`src/hw/rtl/first_substring_match_finder_unit_macros.svh`:
```
// Assertion macros shared by the substring match finder RTL.
`ifndef FIRST_SUBSTRING_MATCH_FINDER_UNIT_MACROS_SVH
`define FIRST_SUBSTRING_MATCH_FINDER_UNIT_MACROS_SVH
`ifndef SYNTHESIS
// Checked outside reset.
`define FSMF_ASSERT(name, clk, rstn, prop, msg) \
  name: assert property (@(posedge clk) disable iff (!(rstn)) (prop)) else $error(msg);
// Checked at every edge, reset included.
`define FSMF_ASSERT_ALWAYS(name, clk, prop, msg) \
  name: assert property (@(posedge clk) (prop)) else $error(msg);
`else
`define FSMF_ASSERT(name, clk, rstn, prop, msg)
`define FSMF_ASSERT_ALWAYS(name, clk, prop, msg)
`endif
`endif

```
`src/hw/rtl/fsmf_pkg.sv`:
```
// Types and constants of the substring match finder.
package fsmf_pkg;

  localparam int unsigned DATA_W      = 64;
  localparam int unsigned ADDR_W      = 5;
  localparam int unsigned LEN_W       = 5;
  localparam int unsigned PAT_BYTES   = 16;
  localparam int unsigned QUEUE_DEPTH = 4;
  localparam int unsigned QPTR_W      = 2;
  localparam int unsigned QCNT_W      = 3;

  typedef enum logic [1:0] {
    REG_PATTERN_LOW    = 2'd0,
    REG_PATTERN_HIGH   = 2'd1,
    REG_PATTERN_LENGTH = 2'd2
  } reg_idx_t;

  localparam logic [LEN_W-1:0] LEN_RESET = 5'd1;

  typedef struct packed {
    logic [8*PAT_BYTES-1:0] pattern;  // byte 0 in bits 7:0
    logic [LEN_W-1:0]       length;
  } cfg_t;

  typedef struct packed {
    logic [7:0] source_byte;
    logic       last_byte;
  } item_t;

endpackage

```
`src/hw/rtl/fsmf_cfg.sv`:
```
// APB-style configuration registers of the substring match finder.
module fsmf_cfg (
  input  logic                         clk,
  input  logic                         rst_n,
  input  logic                         psel,
  input  logic                         penable,
  input  logic                         pwrite,
  input  logic [fsmf_pkg::ADDR_W-1:0]  paddr,
  input  logic [fsmf_pkg::DATA_W-1:0]  pwdata,
  output logic [fsmf_pkg::DATA_W-1:0]  prdata,
  output logic                         pready,
  output fsmf_pkg::cfg_t               cfg
);

  logic [63:0]                 pat_lo_r;
  logic [63:0]                 pat_hi_r;
  logic [fsmf_pkg::LEN_W-1:0]  len_r;
  fsmf_pkg::reg_idx_t          idx;
  logic                        wr_en;

  assign idx    = fsmf_pkg::reg_idx_t'(paddr[4:3]);
  assign wr_en  = psel && penable && pwrite;
  assign pready = 1'b1;

  always_ff @(posedge clk) begin
    if (!rst_n) begin
      pat_lo_r <= '0;
      pat_hi_r <= '0;
      len_r    <= fsmf_pkg::LEN_RESET;
    end else if (wr_en) begin
      case (idx)
        fsmf_pkg::REG_PATTERN_LOW:    pat_lo_r <= pwdata;
        fsmf_pkg::REG_PATTERN_HIGH:   pat_hi_r <= pwdata;
        fsmf_pkg::REG_PATTERN_LENGTH: len_r    <= pwdata[fsmf_pkg::LEN_W-1:0];
        default: ;
      endcase
    end
  end

  always_comb begin
    case (idx)
      fsmf_pkg::REG_PATTERN_LOW:    prdata = pat_lo_r;
      fsmf_pkg::REG_PATTERN_HIGH:   prdata = pat_hi_r;
      fsmf_pkg::REG_PATTERN_LENGTH: prdata = {{(fsmf_pkg::DATA_W-fsmf_pkg::LEN_W){1'b0}}, len_r};
      default:                      prdata = '0;
    endcase
  end

  assign cfg.pattern = {pat_hi_r, pat_lo_r};
  assign cfg.length  = len_r;

endmodule

```
`src/hw/rtl/fsmf_queue.sv`:
```
// Input item queue between the accept side and the match engine.
`include "first_substring_match_finder_unit_macros.svh"
module fsmf_queue (
  input  logic            clk,
  input  logic            rst_n,
  input  logic            push,
  input  fsmf_pkg::item_t push_item,
  output logic            full,
  output logic            avail,
  output fsmf_pkg::item_t head_item,
  input  logic            take
);

  fsmf_pkg::item_t              mem_r [fsmf_pkg::QUEUE_DEPTH];
  logic [fsmf_pkg::QPTR_W-1:0]  wp_r, wp_nxt;
  logic [fsmf_pkg::QPTR_W-1:0]  rp_r, rp_nxt;
  logic [fsmf_pkg::QCNT_W-1:0]  cnt_r, cnt_nxt;
  logic                         wr, rd;

  assign full      = (cnt_r == fsmf_pkg::QCNT_W'(fsmf_pkg::QUEUE_DEPTH));
  assign avail     = (cnt_r != '0);
  assign head_item = mem_r[rp_r];
  assign wr        = push && !full;
  assign rd        = take && avail;

  always_comb begin
    wp_nxt  = wr ? wp_r + 1'b1 : wp_r;
    rp_nxt  = rd ? rp_r + 1'b1 : rp_r;
    cnt_nxt = cnt_r;
    if (wr && !rd) cnt_nxt = cnt_r + 1'b1;
    if (rd && !wr) cnt_nxt = cnt_r - 1'b1;
  end

  always_ff @(posedge clk) begin
    if (!rst_n) begin
      wp_r  <= '0;
      rp_r  <= '0;
      cnt_r <= '0;
    end else begin
      wp_r  <= wp_nxt;
      rp_r  <= rp_nxt;
      cnt_r <= cnt_nxt;
    end
  end

  always_ff @(posedge clk) begin
    if (wr) mem_r[wp_r] <= push_item;
  end

  `FSMF_ASSERT_ALWAYS(a_cnt_bound, clk, !rst_n || (cnt_r <= fsmf_pkg::QCNT_W'(fsmf_pkg::QUEUE_DEPTH)), "queue count above depth")
  `FSMF_ASSERT(a_cnt_inc, clk, rst_n, (wr && !rd) |=> (cnt_r == $past(cnt_r) + 1'b1), "queue count missed a write")
  `FSMF_ASSERT(a_cnt_dec, clk, rst_n, (rd && !wr) |=> (cnt_r == $past(cnt_r) - 1'b1), "queue count missed a read")

endmodule

```
`src/hw/rtl/fsmf_engine.sv`:
```
// Window compare, position tracking and result register of the match finder.
`include "first_substring_match_finder_unit_macros.svh"
module fsmf_engine #(
  parameter int unsigned PATTERN_MAX = 16,
  parameter int unsigned INDEX_WIDTH = 16
) (
  input  logic            clk,
  input  logic            rst_n,
  input  fsmf_pkg::cfg_t  cfg,
  input  logic            avail,
  input  fsmf_pkg::item_t item,
  output logic            take,
  output logic            empty,
  input  logic            pop,
  output logic            out_found,
  output logic [15:0]     out_match_index,
  output logic            out_index_overflow
);

  localparam logic [INDEX_WIDTH-1:0] COUNT_MAX = {INDEX_WIDTH{1'b1}};
  localparam logic [fsmf_pkg::LEN_W-1:0] LEN_MAX = fsmf_pkg::LEN_W'(PATTERN_MAX);

  logic [INDEX_WIDTH-1:0]      pos_r, pos_nxt;
  logic                        rep_r, rep_nxt;
  logic                        sat_r, sat_nxt;
  logic                        ov_r;
  logic                        found_r;
  logic [15:0]                 idx_r;

  logic [fsmf_pkg::LEN_W-1:0]  len_eff;
  logic [fsmf_pkg::LEN_W-1:0]  lm1;
  logic [7:0]                  cand [PATTERN_MAX];
  logic [PATTERN_MAX-1:0]      ok;
  logic                        hit, emit;
  logic [INDEX_WIDTH-1:0]      start;
  logic [31:0]                 start_ext;
  logic [fsmf_pkg::LEN_W-1:0]  pidx;

  // Result slot frees when it is taken in the same cycle.
  assign take  = avail && (empty || pop);
  assign empty = !ov_r;

  always_comb begin
    len_eff = cfg.length;
    if (len_eff == '0) len_eff = fsmf_pkg::LEN_W'(1);
    if (len_eff > LEN_MAX) len_eff = LEN_MAX;
    lm1 = len_eff - 1'b1;
  end

  assign cand[0] = item.source_byte;

  generate
    if (PATTERN_MAX > 1) begin : g_win
      logic [7:0] win_r [PATTERN_MAX-1];
      for (genvar k = 1; k < PATTERN_MAX; k++) begin : g_tap
        assign cand[k] = win_r[k-1];
      end
      always_ff @(posedge clk) begin
        if (take && !item.last_byte) begin
          win_r[0] <= item.source_byte;
          for (int k = 1; k < PATTERN_MAX - 1; k++) win_r[k] <= win_r[k-1];
        end
      end
    end
  endgenerate

  // Newest byte lines up with the last pattern byte.
  always_comb begin
    for (int j = 0; j < PATTERN_MAX; j++) begin
      pidx  = lm1 - fsmf_pkg::LEN_W'(j);
      ok[j] = (fsmf_pkg::LEN_W'(j) > lm1) ||
              (cfg.pattern[8*pidx[3:0] +: 8] == cand[j]);
    end
  end

  assign hit       = !rep_r && (pos_r >= INDEX_WIDTH'(lm1)) && (&ok);
  assign emit      = hit || (item.last_byte && !rep_r);
  assign start     = pos_r - INDEX_WIDTH'(lm1);
  assign start_ext = 32'(start);

  always_comb begin
    pos_nxt = pos_r;
    rep_nxt = rep_r;
    sat_nxt = sat_r;
    if (take) begin
      if (item.last_byte) begin
        pos_nxt = '0;
        rep_nxt = 1'b0;
        sat_nxt = 1'b0;
      end else begin
        rep_nxt = rep_r || hit;
        if (pos_r == COUNT_MAX) sat_nxt = 1'b1;
        else pos_nxt = pos_r + 1'b1;
      end
    end
  end

  always_ff @(posedge clk) begin
    if (!rst_n) begin
      pos_r <= '0;
      rep_r <= 1'b0;
      sat_r <= 1'b0;
      ov_r  <= 1'b0;
    end else begin
      pos_r <= pos_nxt;
      rep_r <= rep_nxt;
      sat_r <= sat_nxt;
      if (take && emit) ov_r <= 1'b1;
      else if (pop) ov_r <= 1'b0;
    end
  end

  always_ff @(posedge clk) begin
    if (take && emit) begin
      found_r            <= hit;
      idx_r              <= hit ? start_ext[15:0] : 16'd0;
      out_index_overflow <= sat_r;
    end
  end

  assign out_found       = found_r;
  assign out_match_index = idx_r;

  `FSMF_ASSERT(a_notfound_zero, clk, rst_n, (ov_r && !found_r) |-> (idx_r == 16'd0), "not-found result with nonzero index")
  `FSMF_ASSERT(a_last_clears, clk, rst_n, (take && item.last_byte) |=> (!rep_r && !sat_r && pos_r == '0), "string state not cleared after last item")
  `FSMF_ASSERT(a_sat_max, clk, rst_n, sat_r |-> (pos_r == COUNT_MAX), "saturated flag without full count")

endmodule

```
`src/hw/rtl/first_substring_match_finder_unit.sv`:
```
// Top level of the first substring match finder.
// Usage:
//   Write the pattern through the APB-style port: pattern_low at 0x00, pattern_high
//   at 0x08, pattern_length at 0x10 (64-bit data, pready always high). Write only
//   while no string is in flight.
//   Push one source byte per item on the input queue (push/full), last_byte set on
//   the final byte of each string. For each string the block delivers at most one
//   result on the output queue (empty/pop): found with the start index of the first
//   match, or not found when the string ends without one. Bytes after a match give
//   nothing; the last byte resets the string state.
//   Throughput: one item per cycle unless a held result blocks the engine, set by
//   the combinational window compare in the match engine. A result shows (empty
//   low) once the byte completing it has been written into the input queue and
//   the engine has registered the result from the head of that queue.
//   A held result blocks the engine; the four-entry input queue then fills and full
//   rises. With pop held high nothing stalls.
//   Reset (synchronous, rst_n low) empties both queues, restores pattern_length to 1
//   and the pattern to zero, and clears the position count and flags.
module first_substring_match_finder_unit #(
  parameter int unsigned PATTERN_MAX = 16,
  parameter int unsigned INDEX_WIDTH = 16
) (
  input  logic                         clk,
  input  logic                         rst_n,
  input  logic                         psel,
  input  logic                         penable,
  input  logic                         pwrite,
  input  logic [fsmf_pkg::ADDR_W-1:0]  paddr,
  input  logic [fsmf_pkg::DATA_W-1:0]  pwdata,
  output logic [fsmf_pkg::DATA_W-1:0]  prdata,
  output logic                         pready,
  input  logic                         push,
  output logic                         full,
  input  logic [7:0]                   in_source_byte,
  input  logic                         in_last_byte,
  output logic                         empty,
  input  logic                         pop,
  output logic                         out_found,
  output logic [15:0]                  out_match_index,
  output logic                         out_index_overflow
);

  fsmf_pkg::cfg_t  cfg;
  fsmf_pkg::item_t push_item;
  fsmf_pkg::item_t head_item;
  logic            avail;
  logic            take;

  assign push_item.source_byte = in_source_byte;
  assign push_item.last_byte   = in_last_byte;

  fsmf_cfg u_cfg (
    .clk     (clk),
    .rst_n   (rst_n),
    .psel    (psel),
    .penable (penable),
    .pwrite  (pwrite),
    .paddr   (paddr),
    .pwdata  (pwdata),
    .prdata  (prdata),
    .pready  (pready),
    .cfg     (cfg)
  );

  fsmf_queue u_queue (
    .clk       (clk),
    .rst_n     (rst_n),
    .push      (push),
    .push_item (push_item),
    .full      (full),
    .avail     (avail),
    .head_item (head_item),
    .take      (take)
  );

  fsmf_engine #(
    .PATTERN_MAX (PATTERN_MAX),
    .INDEX_WIDTH (INDEX_WIDTH)
  ) u_engine (
    .clk                (clk),
    .rst_n              (rst_n),
    .cfg                (cfg),
    .avail              (avail),
    .item               (head_item),
    .take               (take),
    .empty              (empty),
    .pop                (pop),
    .out_found          (out_found),
    .out_match_index    (out_match_index),
    .out_index_overflow (out_index_overflow)
  );

endmodule
```
`config.mk`:
```
export PLATFORM = sky130hd
export DESIGN_NAME = first_substring_match_finder_unit
export DESIGN_NICKNAME = d
export VERILOG_FILES = /design/src/hw/rtl/fsmf_pkg.sv /design/src/hw/rtl/fsmf_cfg.sv /design/src/hw/rtl/fsmf_queue.sv /design/src/hw/rtl/fsmf_engine.sv /design/src/hw/rtl/first_substring_match_finder_unit.sv
export VERILOG_INCLUDE_DIRS = /design/src /design/src/hw/rtl
export SDC_FILE = /design/constraint.sdc
export NUM_CORES = 1
export LEC_CHECK = 0
export BUFFER_PORTS_ARGS = -buffer_cell sky130_fd_sc_hd__buf_2
export CORE_MARGIN = 2
export CORE_UTILIZATION = 45
export CTS_CLUSTER_DIAMETER = 80
export CTS_CLUSTER_SIZE = 28
export DETAILED_ROUTE_END_ITERATION = 7
export HOLD_SLACK_MARGIN = 0.12
export PLACE_DENSITY = 0.6
export SLEW_MARGIN = 0
export SYNTH_ARGS = -nofsm -noshare
export SYNTH_HDL_FRONTEND = slang
export SYNTH_SLANG_ARGS = --single-unit
```
`constraint.sdc`:
```
create_clock -name clk -period 8.3 [get_ports clk]
set_input_delay 0.415 -clock clk [delete_from_list [all_inputs] [get_ports clk]]
set_output_delay 0.415 -clock clk [all_outputs]
set_load 0.03 [all_outputs]
```
==> metrics.yaml <==
run_status:
  outcome: "finished clean"
grt:
  grt_pass1_wl_microns: 125000
  grt_overflow_total: 0
  grt_max_degree: 131
  grt_pass1_vias: 18500
  grt_util_all_layers_pct: 32.0
  antenna_found_initial: 0
routing:
  wirelength_microns: 86100
  drtIter0Drc: 2515
  ant_nets: 0
  via_per_inst: 6.38
  drt-wirelength-per-cell_microns: 27.6
  drc: 0
  drt-pass1-iter-count: 6
  num_vias: 19900
power_and_ir_drop:
  power_w: 0.00482
  p_leak_nw: 8.92
  ir_drop_v: 0.000139
  pwr_density_cell_mw_per_mm2: 188
sta:
  finalHoldViolCount: 0
  rsz0062_at_grt: "false"
  setup_tns_ns: 0
  tightest_slew_ns: 1.15
  setup_viol: 0
  slew_violations: 0
  max_freq_mhz: 136
  finalCritPeriodShare_pct: 88.9
  period_minus_slack_ns: 7.38
  maxSlewHeadroom_pct: 23.0
  fin_skew_ns: 0.0188
final_layout:
  nNetsFinal: 2543
  antenna_cells: 0
  drive_gt1_share_pct: 18.9
  multi_input_area_sq_mm: 0.0132
  final_util_pct: 51.2
  area_delta_synth_final_pct: 12.5
  seq_area_sq_mm: 0.00845
  finish.instance_area_sq_mm: 0.0256
  fillers: 4730
setup_path:
  crit_start: "u_cfg.len_r[1]"
  crit_chain: "nand2b_1 -> ha_1 -> and2_1 -> a211oi_2 -> or3_1 -> nand2_1 -> a211oi_1 -> nor3_1 -> or4b_1 -> o41ai_2 -> nand4_1 -> or4_1 -> or4_1 -> buf_4 -> a21oi_2 -> buf_4"
  slowest_delay_ns: 0.75
  cpMaxStageDelayCell: "dfxtp_2"
  cp_max_fo: 26
  rr_startpoint: "u_cfg.len_r[1]"
  cp-start-kind: "flop"
  path_class: "flop to flop"
  r2r_cells: 16
  arrival_ns: 7.64
  crit_required_ns: 8.56
  rrSetupSlack_ns: 0.92
  crit_end: "u_engine.out_match_index[0]"
  rr_endpoint: "u_engine.out_match_index[0]"
  worstSetupEndpointType: "flop"
cts:
  clk_pin_slew_ns: 0.10
  cts_sinks: 335
  cts_buffer_depth: 3
  h-tree-depth: 1
  clock_latency_ns: 0.58
  postCtsSetupRepairBufs: 0
  cts_tree: "done"
  numCtsBuffers: 21
  cts_resized: 0
  root_buffer: "clkbuf_16"
logic_synthesis:
  syn_nets: 2408
  yosysUniqueCellTypes: 71
  synth_seq_cells: 335
  yosysSeqAreaShare_pct: 37.1
  synth_area_sq_mm: 0.0228
  synthFlopType: "edfxtp_1"
  synthCells: 2302
  synth_edf_count: 174
  async_flop_share_pct: 0
  yosysWarnings: 0
  synth.avg_cell_area_sq_um: 9.90
floorplanning:
  ios: 170
  dieHeight_microns: 229
  initial_utilization_pct: 45.5
  die_w_microns: 229
  dieArea_sq_mm: 0.0525
  core_area_sq_mm: 0.0501
  fp-row-count: 82
place:
  place.gp.congestion: 0.985
  dp_hpwl_microns: 64800
  port_buffers: 165
  dpl_cell_area_sq_mm: 0.0242
job:
  cap_viol_max_count: 0
min_path:
  holdCritPathClass: "input port to flop"
==> cells in the final DEF (no fill, tap or decap), types with 72 or more instances in the layout <==
master,n
a21oi_1,76
nand2_1,346
dfxtp_1,160
mux4_2,142
xor2_1,87
nor2_1,138
mux2i_1,154
o22ai_1,75
inv_1,131
a21boi_0,130
edfxtp_1,174
buf_2,163
dlygate4sd3_1,72
==> worst min path at each step <==
| stage | startpoint | to | slack [ns] | depth (start not counted) |
|---|---|---|---|---|
| final | pwdata[57] | u_cfg.pat_hi_r[57] | 0.14 | 3 |
| after global routing | pwdata[49] | u_cfg.pat_hi_r[49] | 0.15 | 3 |
| after CTS | pwdata[57] | u_cfg.pat_hi_r[57] | 0.12 | 3 |
| after detailed placement | u_engine.sat_r | u_engine.out_index_overflow | 0.43 | 0 |
| after global placement | u_engine.sat_r | u_engine.out_index_overflow | 0.42 | 0 |
| after floorplan | u_engine.sat_r | u_engine.out_index_overflow | 0.41 | 0 |
==> power breakdown <==
part           total [W]  switching, W  leakage (nW)  internal (W)
clock network    0.00122      0.000674         0.374      0.000550
registers        0.00254      0.000306          2.92       0.00223
logic            0.00106      0.000666          5.63      0.000398
==> per-stage QoR <==
step / instances / hold slack, ns / worst slack (ns)
6_report: 3124 / 0.144 / 0.923
5_1_grt: 3124 / 0.148 / 0.561
4_1_cts: 3124 / 0.123 / 1.04
3_5_place_dp: 3014 / 0.431 / 1.08
3_3_place_gp: 3014 / 0.417 / 1.19
2_1_floorplan: 2302 / 0.409 / 0.796
==> kinds of logic (layout without fill, tap and decap cells) <==
logic type / after synthesis / count (layout) / synth area share [%]
AOI/OAI and AO/OA: 477 / 477 / 14.4
xor gates and xnor gates: 158 / 158 / 6.10
other: 1 / 1 / 0.0165
and+or+nand+nor: 666 / 666 / 13.0
DFF: 335 / 335 / 37.1
muxes: 334 / 334 / 22.7
buffers and inverters: 306 / 456 / 5.34
adders and majority gates: 25 / 25 / 1.39
==> layout make-up <==
type / instances / share of cell area (%)
Clock buffer: 23 / 2.16
Clock inverter: 15 / 0.791
Inverter: 137 / 2.01
Multi-Input combinational cell: 1661 / 51.4
Sequential cell: 335 / 33.0
Tap cell: 672 / 3.28
Timing Repair Buffer: 281 / 7.44
==> Yosys cell counts, types with 6 or more instances <==
cell type  count  area, sq um
nor3_1        30          150
clkbuf_1     124          465
xnor2_1       70          613
buf_2         15         75.1
a211oi_1      27          203
nor2_1       139          522
mux2_2        38          428
and2_1        14         87.6
nand3_1       25          125
nand2b_1       7         43.8
o22ai_1       75          469
mux4_2       142         3200
inv_2          6         22.5
a31oi_1       18          113
ha_1          19          238
inv_1        131          492
o21ai_0       41          205
and3_1        22          138
or3_1          8         50.1
nor2_4         8         90.1
nand4_1       26          163
a21boi_0     130          976
nand2_1      346         1300
a221oi_1       8         70.1
edfxtp_1     174         5230
dfxtp_1      161         3220
buf_1         21         78.8
a22o_1        21          184
a21oi_1       77          385
o21a_1         7         52.6
xor2_1        87          762
nor2b_1       12         75.1
nor4_1         9         56.3
a22oi_1       14          105
o211ai_1       6         45.0
a32oi_1        7         61.3
mux2i_1      154         1540
==> flip-flops by register name (all words and copies together), names as in the netlist, 2 cells and up, named ones only <==
register,flops
u_cfg.pat_hi_r,64
u_engine.pos_r,16
u_queue.wp_r,2
u_cfg.len_r,5
u_queue.cnt_r,3
u_queue.mem_r,36
u_engine.out_match_index,16
u_queue.rp_r,2
u_cfg.pat_lo_r,64
u_engine.g_win.win_r,120
==> per-layer routing <==
metal  up-vias  wire, microns  part of all wire (%)  track usage [%]
met5         -              0                     0                0
met4         0           4360                   5.1             13.1
met3       198           8840                    10             5.23
met2      1181          37800                    44             48.7
met1      9880          35100                    41             45.5
li1       8660              -                     -                -
==> what timing repair did <==
item | in CTS | in global routing
endpoints found under the setup margin | 0 | 0
hold buffers | 72 | 0
endpoints found under the hold margin | 158 | 0
==> worst max-delay path: cells and delay by family (launching register included) <==
family / cells / cell delay, ns
buffers and inverters: 2 / 0.52
AOI/OAI and AO/OA: 4 / 1.50
adders and majority gates: 1 / 0.48
DFF: 1 / 0.75
and+or+nand+nor: 9 / 3.77
No activity file was read; power rests on OpenSTA's default activity.
